[src/rtl/ewbe_pkg.sv]
package ewbe_pkg;

   localparam int NUM_SLOTS = 10;

   typedef struct packed {
      logic [NUM_SLOTS-1:0]      valid;
      logic [NUM_SLOTS-1:0][7:0] bytes;
   } entry_type;

endpackage

[src/rtl/ewbe_front.sv]
module ewbe_front import ewbe_pkg::*; (
   input  logic        clock,
   input  logic        reset,
   input  logic        req_tvalid,
   output logic        req_tready,
   input  logic [39:0] req_tdata,   // word_value[35:0], zeros
   input  logic [0:0]  req_tuser,   // cmd
   output logic        enq_valid,
   input  logic        enq_ready,
   output entry_type   enq_data
);

   typedef enum logic [1:0] {
      ESC_NONE = 2'd0,
      ESC_CR   = 2'd1,
      ESC_DEL  = 2'd2
   } esc_type;

   typedef struct packed {
      logic       pre_v;
      logic [7:0] pre_b;
      logic       main_v;
      logic [7:0] main_b;
      esc_type    pend;
   } char_res_type;

   localparam logic [6:0] CH_BEL    = 7'o007;
   localparam logic [6:0] CH_LF     = 7'o012;
   localparam logic [6:0] CH_CR     = 7'o015;
   localparam logic [6:0] CH_DEL    = 7'o177;
   localparam logic [6:0] CH_DELMAX = 7'o155;
   localparam logic [7:0] B_LF      = 8'o012;
   localparam logic [7:0] B_CR      = 8'o015;
   localparam logic [7:0] B_DEL     = 8'o177;
   localparam logic [7:0] B_DEL_LF  = 8'o215;
   localparam logic [7:0] B_DEL_CR  = 8'o212;
   localparam logic [7:0] B_DEL_DEL = 8'o207;
   localparam logic [7:0] B_CR_ESC  = 8'o356;
   localparam logic [7:0] B_DEL_ESC = 8'o357;
   localparam logic [3:0] B_BIN_HI  = 4'hF;

   function automatic char_res_type xlate(input esc_type pend, input logic [6:0] c);
      char_res_type r;
      logic         done;
      r    = '0;
      done = 1'b0;
      r.pend = ESC_NONE;
      case (pend)
         ESC_CR: begin
            if (c == CH_LF) begin
               r.main_v = 1'b1;
               r.main_b = B_LF;
               done     = 1'b1;
            end else begin
               r.pre_v = 1'b1;
               r.pre_b = B_CR_ESC;
            end
         end
         ESC_DEL: begin
            done = 1'b1;
            r.main_v = 1'b1;
            if (c == CH_BEL) begin
               r.main_b = B_DEL;
            end else if (c == CH_LF) begin
               r.main_b = B_DEL_LF;
            end else if (c == CH_CR) begin
               r.main_b = B_DEL_CR;
            end else if (c == CH_DEL) begin
               r.main_b = B_DEL_DEL;
            end else if (c <= CH_DELMAX) begin
               r.main_b = {1'b1, c};
            end else begin
               done     = 1'b0;
               r.main_v = 1'b0;
               r.pre_v  = 1'b1;
               r.pre_b  = B_DEL_ESC;
            end
         end
         default: begin
         end
      endcase
      if (!done) begin
         if (c == CH_CR) begin
            r.pend = ESC_CR;
         end else if (c == CH_DEL) begin
            r.pend = ESC_DEL;
         end else if (c == CH_LF) begin
            r.main_v = 1'b1;
            r.main_b = B_CR;
         end else begin
            r.main_v = 1'b1;
            r.main_b = {1'b0, c};
         end
      end
      return r;
   endfunction

   esc_type      pend_ff, pend_in;
   esc_type      p;
   char_res_type cr;
   entry_type    entry;
   logic [35:0]  word;
   logic         cmd;

   assign word = req_tdata[35:0];
   assign cmd  = req_tuser[0];

   always_comb begin
      entry   = '0;
      p       = pend_ff;
      cr      = '0;
      pend_in = ESC_NONE;
      if (cmd || word[0]) begin
         if (pend_ff == ESC_CR) begin
            entry.valid[0] = 1'b1;
            entry.bytes[0] = B_CR_ESC;
         end else if (pend_ff == ESC_DEL) begin
            entry.valid[0] = 1'b1;
            entry.bytes[0] = B_DEL_ESC;
         end
         if (!cmd) begin
            entry.valid[5:1] = '1;
            entry.bytes[1]   = {B_BIN_HI, word[35:32]};
            entry.bytes[2]   = word[31:24];
            entry.bytes[3]   = word[23:16];
            entry.bytes[4]   = word[15:8];
            entry.bytes[5]   = word[7:0];
         end
      end else begin
         for (int i = 0; i < 5; i++) begin
            cr = xlate(p, word[35-7*i -: 7]);
            entry.valid[2*i]   = cr.pre_v;
            entry.bytes[2*i]   = cr.pre_b;
            entry.valid[2*i+1] = cr.main_v;
            entry.bytes[2*i+1] = cr.main_b;
            p = cr.pend;
         end
         pend_in = p;
      end
   end

   assign req_tready = enq_ready;
   assign enq_valid  = req_tvalid && (|entry.valid);
   assign enq_data   = entry;

   always_ff @(posedge clock) begin
      if (reset) begin
         pend_ff <= ESC_NONE;
      end else if (req_tvalid && req_tready) begin
         pend_ff <= pend_in;
      end
   end

endmodule

[src/rtl/ewbe_fifo.sv]
module ewbe_fifo import ewbe_pkg::*; #(
   parameter int DEPTH = 2
) (
   input  logic      clock,
   input  logic      reset,
   input  logic      enq_valid,
   output logic      enq_ready,
   input  entry_type enq_data,
   output logic      head_valid,
   input  logic      head_pop,
   output entry_type head_data
);

   localparam int PW = $clog2(DEPTH);
   localparam int CW = $clog2(DEPTH + 1);
   localparam logic [PW-1:0] LAST_PTR = PW'(DEPTH - 1);
   localparam logic [CW-1:0] FULL_CNT = CW'(DEPTH);

   entry_type         store_ff [DEPTH];
   logic [PW-1:0]     wr_ptr_ff, rd_ptr_ff;
   logic [CW-1:0]     count_ff;
   logic              push, pop;

   assign enq_ready  = (count_ff != FULL_CNT);
   assign head_valid = (count_ff != '0);
   assign head_data  = store_ff[rd_ptr_ff];
   assign push       = enq_valid && enq_ready;
   assign pop        = head_pop && head_valid;

   always_ff @(posedge clock) begin
      if (push) begin
         store_ff[wr_ptr_ff] <= enq_data;
      end
   end

   always_ff @(posedge clock) begin
      if (reset) begin
         wr_ptr_ff <= '0;
         rd_ptr_ff <= '0;
         count_ff  <= '0;
      end else begin
         if (push) begin
            wr_ptr_ff <= (wr_ptr_ff == LAST_PTR) ? '0 : wr_ptr_ff + 1'b1;
         end
         if (pop) begin
            rd_ptr_ff <= (rd_ptr_ff == LAST_PTR) ? '0 : rd_ptr_ff + 1'b1;
         end
         if (push && !pop) begin
            count_ff <= count_ff + 1'b1;
         end else if (pop && !push) begin
            count_ff <= count_ff - 1'b1;
         end
      end
   end

   a_count_bound : assert property (@(posedge clock) disable iff (reset)
      count_ff <= FULL_CNT)
      else $error("Queue count exceeds its depth.");

   a_push_full : assert property (@(posedge clock) disable iff (reset)
      (count_ff == FULL_CNT && !pop) |=> count_ff == FULL_CNT)
      else $error("A full queue lost an entry without a pop.");

   a_stored_nonempty : assert property (@(posedge clock) disable iff (reset)
      push |-> (|enq_data.valid))
      else $error("An entry without bytes was queued.");

endmodule

[src/rtl/ewbe_back.sv]
module ewbe_back import ewbe_pkg::*; (
   input  logic       clock,
   input  logic       reset,
   input  logic       head_valid,
   output logic       head_pop,
   input  entry_type  head_data,
   output logic       rsp_tvalid,
   input  logic       rsp_tready,
   output logic [7:0] rsp_tdata,   // out_byte
   output logic       rsp_tlast    // last
);

   logic [NUM_SLOTS-1:0] done_ff, done_in;
   logic [NUM_SLOTS-1:0] rem, sel;
   logic                 out_ok, fire, last;
   logic [7:0]           sel_byte;
   logic                 valid_ff;
   logic [7:0]           byte_ff;
   logic                 last_ff;

   assign rem    = head_data.valid & ~done_ff;
   assign sel    = rem & (~rem + 1'b1);
   assign last   = ((rem & ~sel) == '0);
   assign out_ok = !valid_ff || rsp_tready;
   assign fire   = head_valid && out_ok;
   assign head_pop = fire && last;

   always_comb begin
      sel_byte = '0;
      for (int i = 0; i < NUM_SLOTS; i++) begin
         sel_byte = sel_byte | (head_data.bytes[i] & {8{sel[i]}});
      end
   end

   always_comb begin
      done_in = done_ff;
      if (head_pop) begin
         done_in = '0;
      end else if (fire) begin
         done_in = done_ff | sel;
      end
   end

   always_ff @(posedge clock) begin
      if (reset) begin
         done_ff  <= '0;
         valid_ff <= 1'b0;
      end else begin
         done_ff <= done_in;
         if (out_ok) begin
            valid_ff <= fire;
         end
      end
   end

   always_ff @(posedge clock) begin
      if (fire) begin
         byte_ff <= sel_byte;
         last_ff <= last;
      end
   end

   assign rsp_tvalid = valid_ff;
   assign rsp_tdata  = byte_ff;
   assign rsp_tlast  = last_ff;

   a_sel_onehot : assert property (@(posedge clock) disable iff (reset)
      fire |-> $onehot(sel))
      else $error("No single slot chosen for an issued beat.");

   a_done_subset : assert property (@(posedge clock) disable iff (reset)
      head_valid |-> ((done_ff & ~head_data.valid) == '0))
      else $error("Sent mask marks a slot that holds no byte.");

   a_pop_clears : assert property (@(posedge clock) disable iff (reset)
      head_pop |=> done_ff == '0)
      else $error("Sent mask not cleared after the final beat of an item.");

endmodule

[src/rtl/evacuate_word_byte_encoder.sv]
// Each beat taken at the input is classified at once and queued if it yields bytes; its first byte is
// registered at the output once it is at the head of the queue and the output register can take it.
// The output sequencer sends one byte per cycle while rsp_tready allows it; an item yields
// 1 to 6 bytes, typically 5 for a text word, 5 or 6 for a binary word.
// A flush with nothing held yields no beat and is not queued.
// Synchronous active-high reset empties the queue and output register and clears escapes.
module evacuate_word_byte_encoder import ewbe_pkg::*; #(
   parameter int QUEUE_DEPTH = 2
) (
   input  logic        clock,
   input  logic        reset,
   input  logic        req_tvalid,
   output logic        req_tready,
   input  logic [39:0] req_tdata,   // word_value[35:0], zeros
   input  logic [0:0]  req_tuser,   // cmd
   output logic        rsp_tvalid,
   input  logic        rsp_tready,
   output logic [7:0]  rsp_tdata,   // out_byte
   output logic        rsp_tlast    // last
);

   entry_type enq_data, head_data;
   logic      enq_valid, enq_ready, head_valid, head_pop;

   ewbe_front u_front (
      .clock      (clock),
      .reset      (reset),
      .req_tvalid (req_tvalid),
      .req_tready (req_tready),
      .req_tdata  (req_tdata),
      .req_tuser  (req_tuser),
      .enq_valid  (enq_valid),
      .enq_ready  (enq_ready),
      .enq_data   (enq_data)
   );

   ewbe_fifo #(
      .DEPTH (QUEUE_DEPTH)
   ) u_fifo (
      .clock      (clock),
      .reset      (reset),
      .enq_valid  (enq_valid),
      .enq_ready  (enq_ready),
      .enq_data   (enq_data),
      .head_valid (head_valid),
      .head_pop   (head_pop),
      .head_data  (head_data)
   );

   ewbe_back u_back (
      .clock      (clock),
      .reset      (reset),
      .head_valid (head_valid),
      .head_pop   (head_pop),
      .head_data  (head_data),
      .rsp_tvalid (rsp_tvalid),
      .rsp_tready (rsp_tready),
      .rsp_tdata  (rsp_tdata),
      .rsp_tlast  (rsp_tlast)
   );

endmodule

[config.mk]
export PLATFORM = sky130hd
export DESIGN_NAME = evacuate_word_byte_encoder
export DESIGN_NICKNAME = d
export VERILOG_FILES = /design/src/rtl/ewbe_pkg.sv /design/src/rtl/ewbe_front.sv /design/src/rtl/ewbe_fifo.sv /design/src/rtl/ewbe_back.sv /design/src/rtl/evacuate_word_byte_encoder.sv
export SDC_FILE = /design/constraint.sdc
export NUM_CORES = 1
export LEC_CHECK = 0
export BUFFER_PORTS_ARGS = -buffer_cell sky130_fd_sc_hd__buf_2
export CAP_MARGIN = 5
export CELL_PAD_IN_SITES_DETAIL_PLACEMENT = 0
export CELL_PAD_IN_SITES_GLOBAL_PLACEMENT = 1
export CORE_UTILIZATION = 45
export DETAILED_ROUTE_END_ITERATION = 10
export PLACE_DENSITY_LB_ADDON = 0.1
export SYNTH_ARGS = -nofsm -noshare
export SYNTH_HDL_FRONTEND = slang
export SYNTH_SLANG_ARGS = --single-unit
[constraint.sdc]
create_clock -name clock -period 31.9 [get_ports clock]
set_clock_uncertainty 0.2 [all_clocks]
set_input_delay 3.19 -clock clock [delete_from_list [all_inputs] [get_ports clock]]
set_output_delay 3.19 -clock clock [all_outputs]
set_load 0.005 [all_outputs]
* Yosys cells after proc, flatten, opt, wreduce, memory -nomap -nowiden
Memory sizes are Yosys's and may differ from the RTL's. A register that Yosys moved wholly into a read port is not among the register bits.
Cells that the tools add are included.
** Word-level totals
- Bits in latches :: 0
- Output and inout bits :: 11
- Logic and storage cells :: 252
- Bits in read-only memories :: 0
- Bits of input ports :: 45
- Memory bits (writable) :: 180
- Register bits after elaboration :: 26
- Memories kept :: 1
** Cells by class
- $lt $le $gt $ge :: 5
- Multiplexer cells :: 158
- Bitwise logic cells :: 26
- Shift operators :: 0
- Equal/unequal tests :: 31
- Div/mod/pow operators :: 0
- Multipliers :: 0
- Reductions and logical operators :: 18
- Add/subtract/negate cells :: 5
** Memory list
- u_fifo.store_ff :: words 2, width 90, read ports 1, clocked after memory_dff 1, write ports 1, RTL line ewbe_fifo.sv:19 : entry_type store_ff [DEPTH];
** Operator list (count)
- $mux W10 :: 25
- $mux W8 :: 27
- $mux W9 :: 20
- $pmux W18 S2 :: 5
- $mux W11 :: 9
- $and A8 B8 Y8 :: 10
- $or A8 B8 Y8 :: 9
- $eq A7 B4 Y1 const B :: 10
- $mux W48 :: 1
- $mux W1 :: 43
- $mux W40 :: 1
- $eq A7 B3 Y1 const B :: 5
- $eq A7 B7 Y1 const B :: 5
- $le A7 B7 Y1 const B :: 5
- $mux W7 :: 5
- $mux W32 :: 1
- $and A10 B10 Y10 :: 3
- $not A10 Y10 :: 3
- $mux W2 :: 13
- $add A10 B1 Y10 const B :: 1
- $eq A2 B1 Y1 const B :: 5
- $eq A2 B2 Y1 const B :: 5
- $logic_not A10 Y1 :: 1
- $or A10 B10 Y10 :: 1
- 14 further kinds :: 30

* Depth between registers and ports, before layout
- Word-level depth :: 42
- Depth in mapped cells :: 34

* Modules after synthesis
From an unflattened synthesis, not the netlist that was laid out.
** Unflattened totals
- Cells, all modules :: 926
- Area, all modules :: 11008.1 µm²
** Modules (own cells, without submodules)
- ewbe_fifo :: times used 1, cells each 304, seq. area each 5505.3 µm², area an instance 6713.9 µm²
- ewbe_front :: times used 1, cells each 428, seq. area each 40.0 µm², area an instance 2568.7 µm²
- ewbe_back :: times used 1, cells each 194, seq. area each 490.5 µm², area an instance 1725.4 µm²

* Least setup slack after synthesis
OpenSTA, ideal clock, no wires.
- Path type :: input to register
- From :: input port req_tdata[35]
- To :: memory u_fifo.store_ff[0][0] (netlist name) (enable)
- Stages :: 27
- Data required time :: 31195 ps
- Setup slack :: 19123 ps
- Arrival time :: 12072 ps
- Path buffers :: 0
- Cell sequence :: or4b_1 nor4b_4 a32o_1 nor3_1 ha_1 nand2b_1 o32ai_1 a22o_1 nor3_1 ha_1 nand2b_1 a21oi_1 or2_2 nor4_1 inv_1 ha_1 nand2_1 a21oi_1 nand2b_1 or3_1 ha_1 nand2b_1 and2_1 a41oi_1 nor4_4 a21oi_2 nor2b_1
** Between the ends
- Cells in the longest elaborated chain, start to end :: 36
** Ends and longest elaborated chain
- start, declared :: RTL line evacuate_word_byte_encoder.sv:14 : input logic [39:0] req_tdata,
- $le A7 B7 Y1 :: RTL line ewbe_front.sv:70 : end else if (c <= CH_DELMAX) begin
- $mux W1 :: RTL line ewbe_front.sv:70
- $mux W1 :: RTL line ewbe_front.sv:68 : end else if (c == CH_DEL) begin
- $mux W1 :: RTL line ewbe_front.sv:66 : end else if (c == CH_CR) begin
- $mux W1 :: RTL line ewbe_front.sv:64 : end else if (c == CH_LF) begin
- $mux W1 :: RTL line ewbe_front.sv:62 : if (c == CH_BEL) begin
- $pmux W1 S2 :: RTL line ewbe_front.sv:48 : case (pend)
- $mux W1 :: RTL line ewbe_front.sv:113 : if (cmd || word[0]) begin
- [... 21 more ...]
- $mux W11 :: RTL line ewbe_front.sv:82 : if (!done) begin
- $mux W4 :: RTL line ewbe_front.sv:113
- $reduce_or A10 Y1 (*) :: RTL line ewbe_front.sv:143 : assign enq_valid = req_tvalid && (|entry.valid);
- $logic_and A1 B1 Y1 (*) :: RTL line ewbe_front.sv:143
- $logic_and A1 B1 Y1 (*) :: RTL line ewbe_fifo.sv:27 : assign push = enq_valid && enq_ready;
- named net u_fifo.push :: RTL line ewbe_fifo.sv:22 : logic push, pop;
- $mux W1 (*) :: RTL line ewbe_fifo.sv:31 : if (push) begin
- $mux W1 (implied by the code) (*) :: RTL line ewbe_fifo.sv:32 : store_ff[wr_ptr_ff] <= enq_data;
- end, declared :: RTL line ewbe_fifo.sv:19
Mark *: on every way through the listed nets, which the timed path passes. The rest lies on a longest branch. The select of a mux whose other input is x is not followed.

* Final worst setup path
- From :: input port req_tdata[33]
- To :: memory u_fifo.store_ff[0][73] (netlist name) (enable)
Same word-level chain as after synthesis.

==> results.yml <==
timing:
  slew_headroom_pct: 31.3
  worst_pin_slew_ps: 1020
  fmax_ghz: 0.0840
  final-setup-viol-count: 0
  slew_violations: 0
  tns_ps: 0
  fin_crit_sh_pct: 37.3
  hold_violations: 0
  finalCriticalPeriod_ps: 11900
  rsz0062_at_grt: "false"
final_layout:
  final_cells: 1132
  nNetsFinal: 916
  syn_to_final_growth_pct: 11.7
  antennaDiodeCount: 0
  fin_area_um2: 9880
  drive_gt1_share_pct: 14.4
clocking:
  cts-resized-gates: 0
  clk_latency_ps: 420
  hold_buffers: 0
  cts.sinks: 165
  cts.path.max_buffers: 2
  cts_tree: "built"
  postCtsSetupBuffers: 0
  cts.clk_slew.worst_paths_ps: 60
  cts_buffers: 17
  root_buffer: "clkbuf_16"
  cts-htree-levels: 4
setup_path:
  cp_max_fo: 43
  worstSetupPathType: "input port to flop"
  slowest_stage: "nor2b_4"
  crit_start: "req_tdata[33]"
  arrival_ps: 11750
  r2r-start: "u_front.pend_ff[0]$_SDFFE_PP0P_"
  critPathRequiredTime_ps: 31760
  reg2reg_slack_ps: 22910
  crit_path_start_kind: "input port"
  cp_slowest_stage_delay_ps: 710
  worstSetupEndpointType: "flop"
floorplan:
  core-area_um2: 19000
  die-area_um2: 20200
  die_w_um: 142
  die_h_um: 142
  rows: 50
  initial_utilization_pct: 46.7
  ios: 56
logic_synthesis:
  synth_seq_area_share_pct: 54.0
  syn_area_um2: 8850
  synth_edf_count: 147
  syn_inst: 818
  syn_avg_cell_area_um2: 10.8
  ys.flop_type: "edfxtp_1"
  yosys.area.top_type: "edfxtp_1"
  synth.area.top_cells: "edfxtp_1 (50%), mux2i_1 (5.5%), dfxtp_1 (4.1%), nor2_1 (3.4%), a21oi_1 (3.3%)"
  synthArstFlopShare_pct: 0
  post_synth_num_cell_types: 77
  ys_warn_count: 0
  ys_seq_elements: 165
  synthesis.nets: 875
  yosysTopAreaCellShare_pct: 49.9
job:
  cap_violations: 0
global_routing:
  antenna_found_initial: 0
  grt_max_degree: 44
  grtUsageTotal_pct: 24.4
  grt_overflow: 0
  grt_pass1_vias: 6524
  grt_pass1_wl_mm: 36.5
placement:
  placed_area_um2: 9340
  port_buffers: 51
  hpwl_mm: 17.3
  place.gp.congestion: 0.904
  dp_cells: 1100
min_path:
  worstHoldStart: "u_back.done_ff[5]$_SDFFE_PP0P_"
  worst_hold_path_type: "flop to flop"
drt:
  drtIter0Drc: 611
  drtPass1Iterations: 5
  ant_nets: 0
  drc_errors: 0
  totalWireLength_mm: 23.7
  via_count: 6824
  wire_per_inst_um: 20.9
  viasPerCell: 6.03
power_and_ir_drop:
  pwr-share-clk_pct: 37.2
  pwr_density_cell_nw_per_um2: 51.4
  seq_power_share_pct: 50.8
  power_frac_comb_pct: 12.1
  irDropWorstVdd_mv: 0.0330
  swShare_pct: 25.2
  switchingPower_uw: 128
  p_leak_nw: 3.39
  p_int_uw: 380
outcome:
  status: "finished, final reports clean"
layer usage:
metal	vias up	wire length, um	global-route usage [%]
li1	3213	-	-
met3	37	1660	4.54
met5	-	0	0
met4	0	436	8.04
met2	248	11300	39.9
met1	3326	10300	32.6
critical path, delay by kind of cell:
family	cells	cell delay, ps
simple gates	15	4360
compound gates	7	2120
fa+ha+maj	4	1200
buf+inv	3	870
worst paths after layout:
path,endpoint,cells past startpoint
worst min register to register,u_back.done_ff[5]$_SDFFE_PP0P_,2
worst max-delay path,u_fifo.store_ff[0][73]$_DFFE_PP_,29
worst min-delay path,u_back.done_ff[5]$_SDFFE_PP0P_,2
worst max register to register,u_fifo.store_ff[0][73]$_DFFE_PP_,29
synthesized netlist by cell type, types with 3 or more instances:
library cell	instances
a211oi_1	7
nand4_1	7
and2_1	9
a21oi_1	58
o21a_1	8
nor3b_1	5
buf_2	4
ha_1	12
or2_2	10
a21o_1	15
a22o_1	4
o32ai_1	3
clkbuf_1	26
maj3_1	3
o21bai_1	3
nor3_1	23
nor2_1	81
o211ai_1	4
a22oi_1	6
edfxtp_1	147
or4b_1	3
or4_1	8
nor4_1	5
o21ai_0	43
o31ai_1	5
or3_1	21
dfxtp_1	18
mux2_2	10
nand3_1	15
nand2_1	60
a31oi_1	10
a31o_2	3
nand2b_1	14
a211o_1	3
o22ai_1	18
and3_1	3
o221ai_1	3
inv_1	28
nor2b_1	10
xor2_1	4
a221oi_1	6
mux2i_1	49
stage by stage:
step	power (mW)	hold slack, ps	utilization (%)	setup slack (ps)
finish	0.508	273	52.1	20000
CTS	0.511	275	52.1	20070
global placement	0.322	249	49.2	19740
floorplan	0.301	237	-	19120
global route	0.528	295	52.1	19580
detailed placement	0.324	259	49.2	19670
layout by cell type (no fill, tap or decap), drive strengths merged, types with 20 or more instances in the layout:
cell type	Yosys	layout
edfxtp	147	147
nor2	81	81
nand2	60	60
a21oi	60	60
buf	8	56
mux2i	49	49
o21ai	45	45
inv	28	30
nor3	24	24
or3	21	21
clkbuf	26	20
cell families after synthesis:
family / share of synthesized area [%]
multiplexers: 6.99
AND/OR/NAND/NOR: 16.9
adder cells (fa/ha/maj): 2.04
AO/OA/AOI/OAI: 16.7
XOR/XNOR: 0.594
flip-flops: 54.0
buffers and inverters: 2.86
registers in the layout, summed over array words and instances, names as in the netlist, named ones only:
signal / count
u_back.rsp_tvalid: 1
u_fifo.rd_ptr_ff: 1
u_front.pend_ff: 2
u_back.rsp_tlast: 1
u_fifo.wr_ptr_ff: 1
u_fifo.store_ff: 138
u_back.rsp_tdata: 8
u_fifo.count_ff: 2
u_back.done_ff: 10
final cells by class:
class / count / area [um2]
fill: 1702 / 9080
sequential: 165 / 4780
multi-input combinational: 591 / 3830
clock buffer: 20 / 437
tap: 260 / 325
timing repair buffer: 56 / 293
clock inverter: 12 / 105
inverter: 28 / 105
power groups by stage:
stage	Combinational [mW]	Sequential [mW]	Clock [mW]
2_1_floorplan	0.0382	0.262	0
3_3_place_gp	0.0603	0.262	0
3_5_place_dp	0.0614	0.262	0
4_1_cts	0.0616	0.258	0.191
5_1_grt	0.0669	0.259	0.202
6_report	0.0613	0.258	0.189
Note: power is estimated with default switching activity, not from simulation.
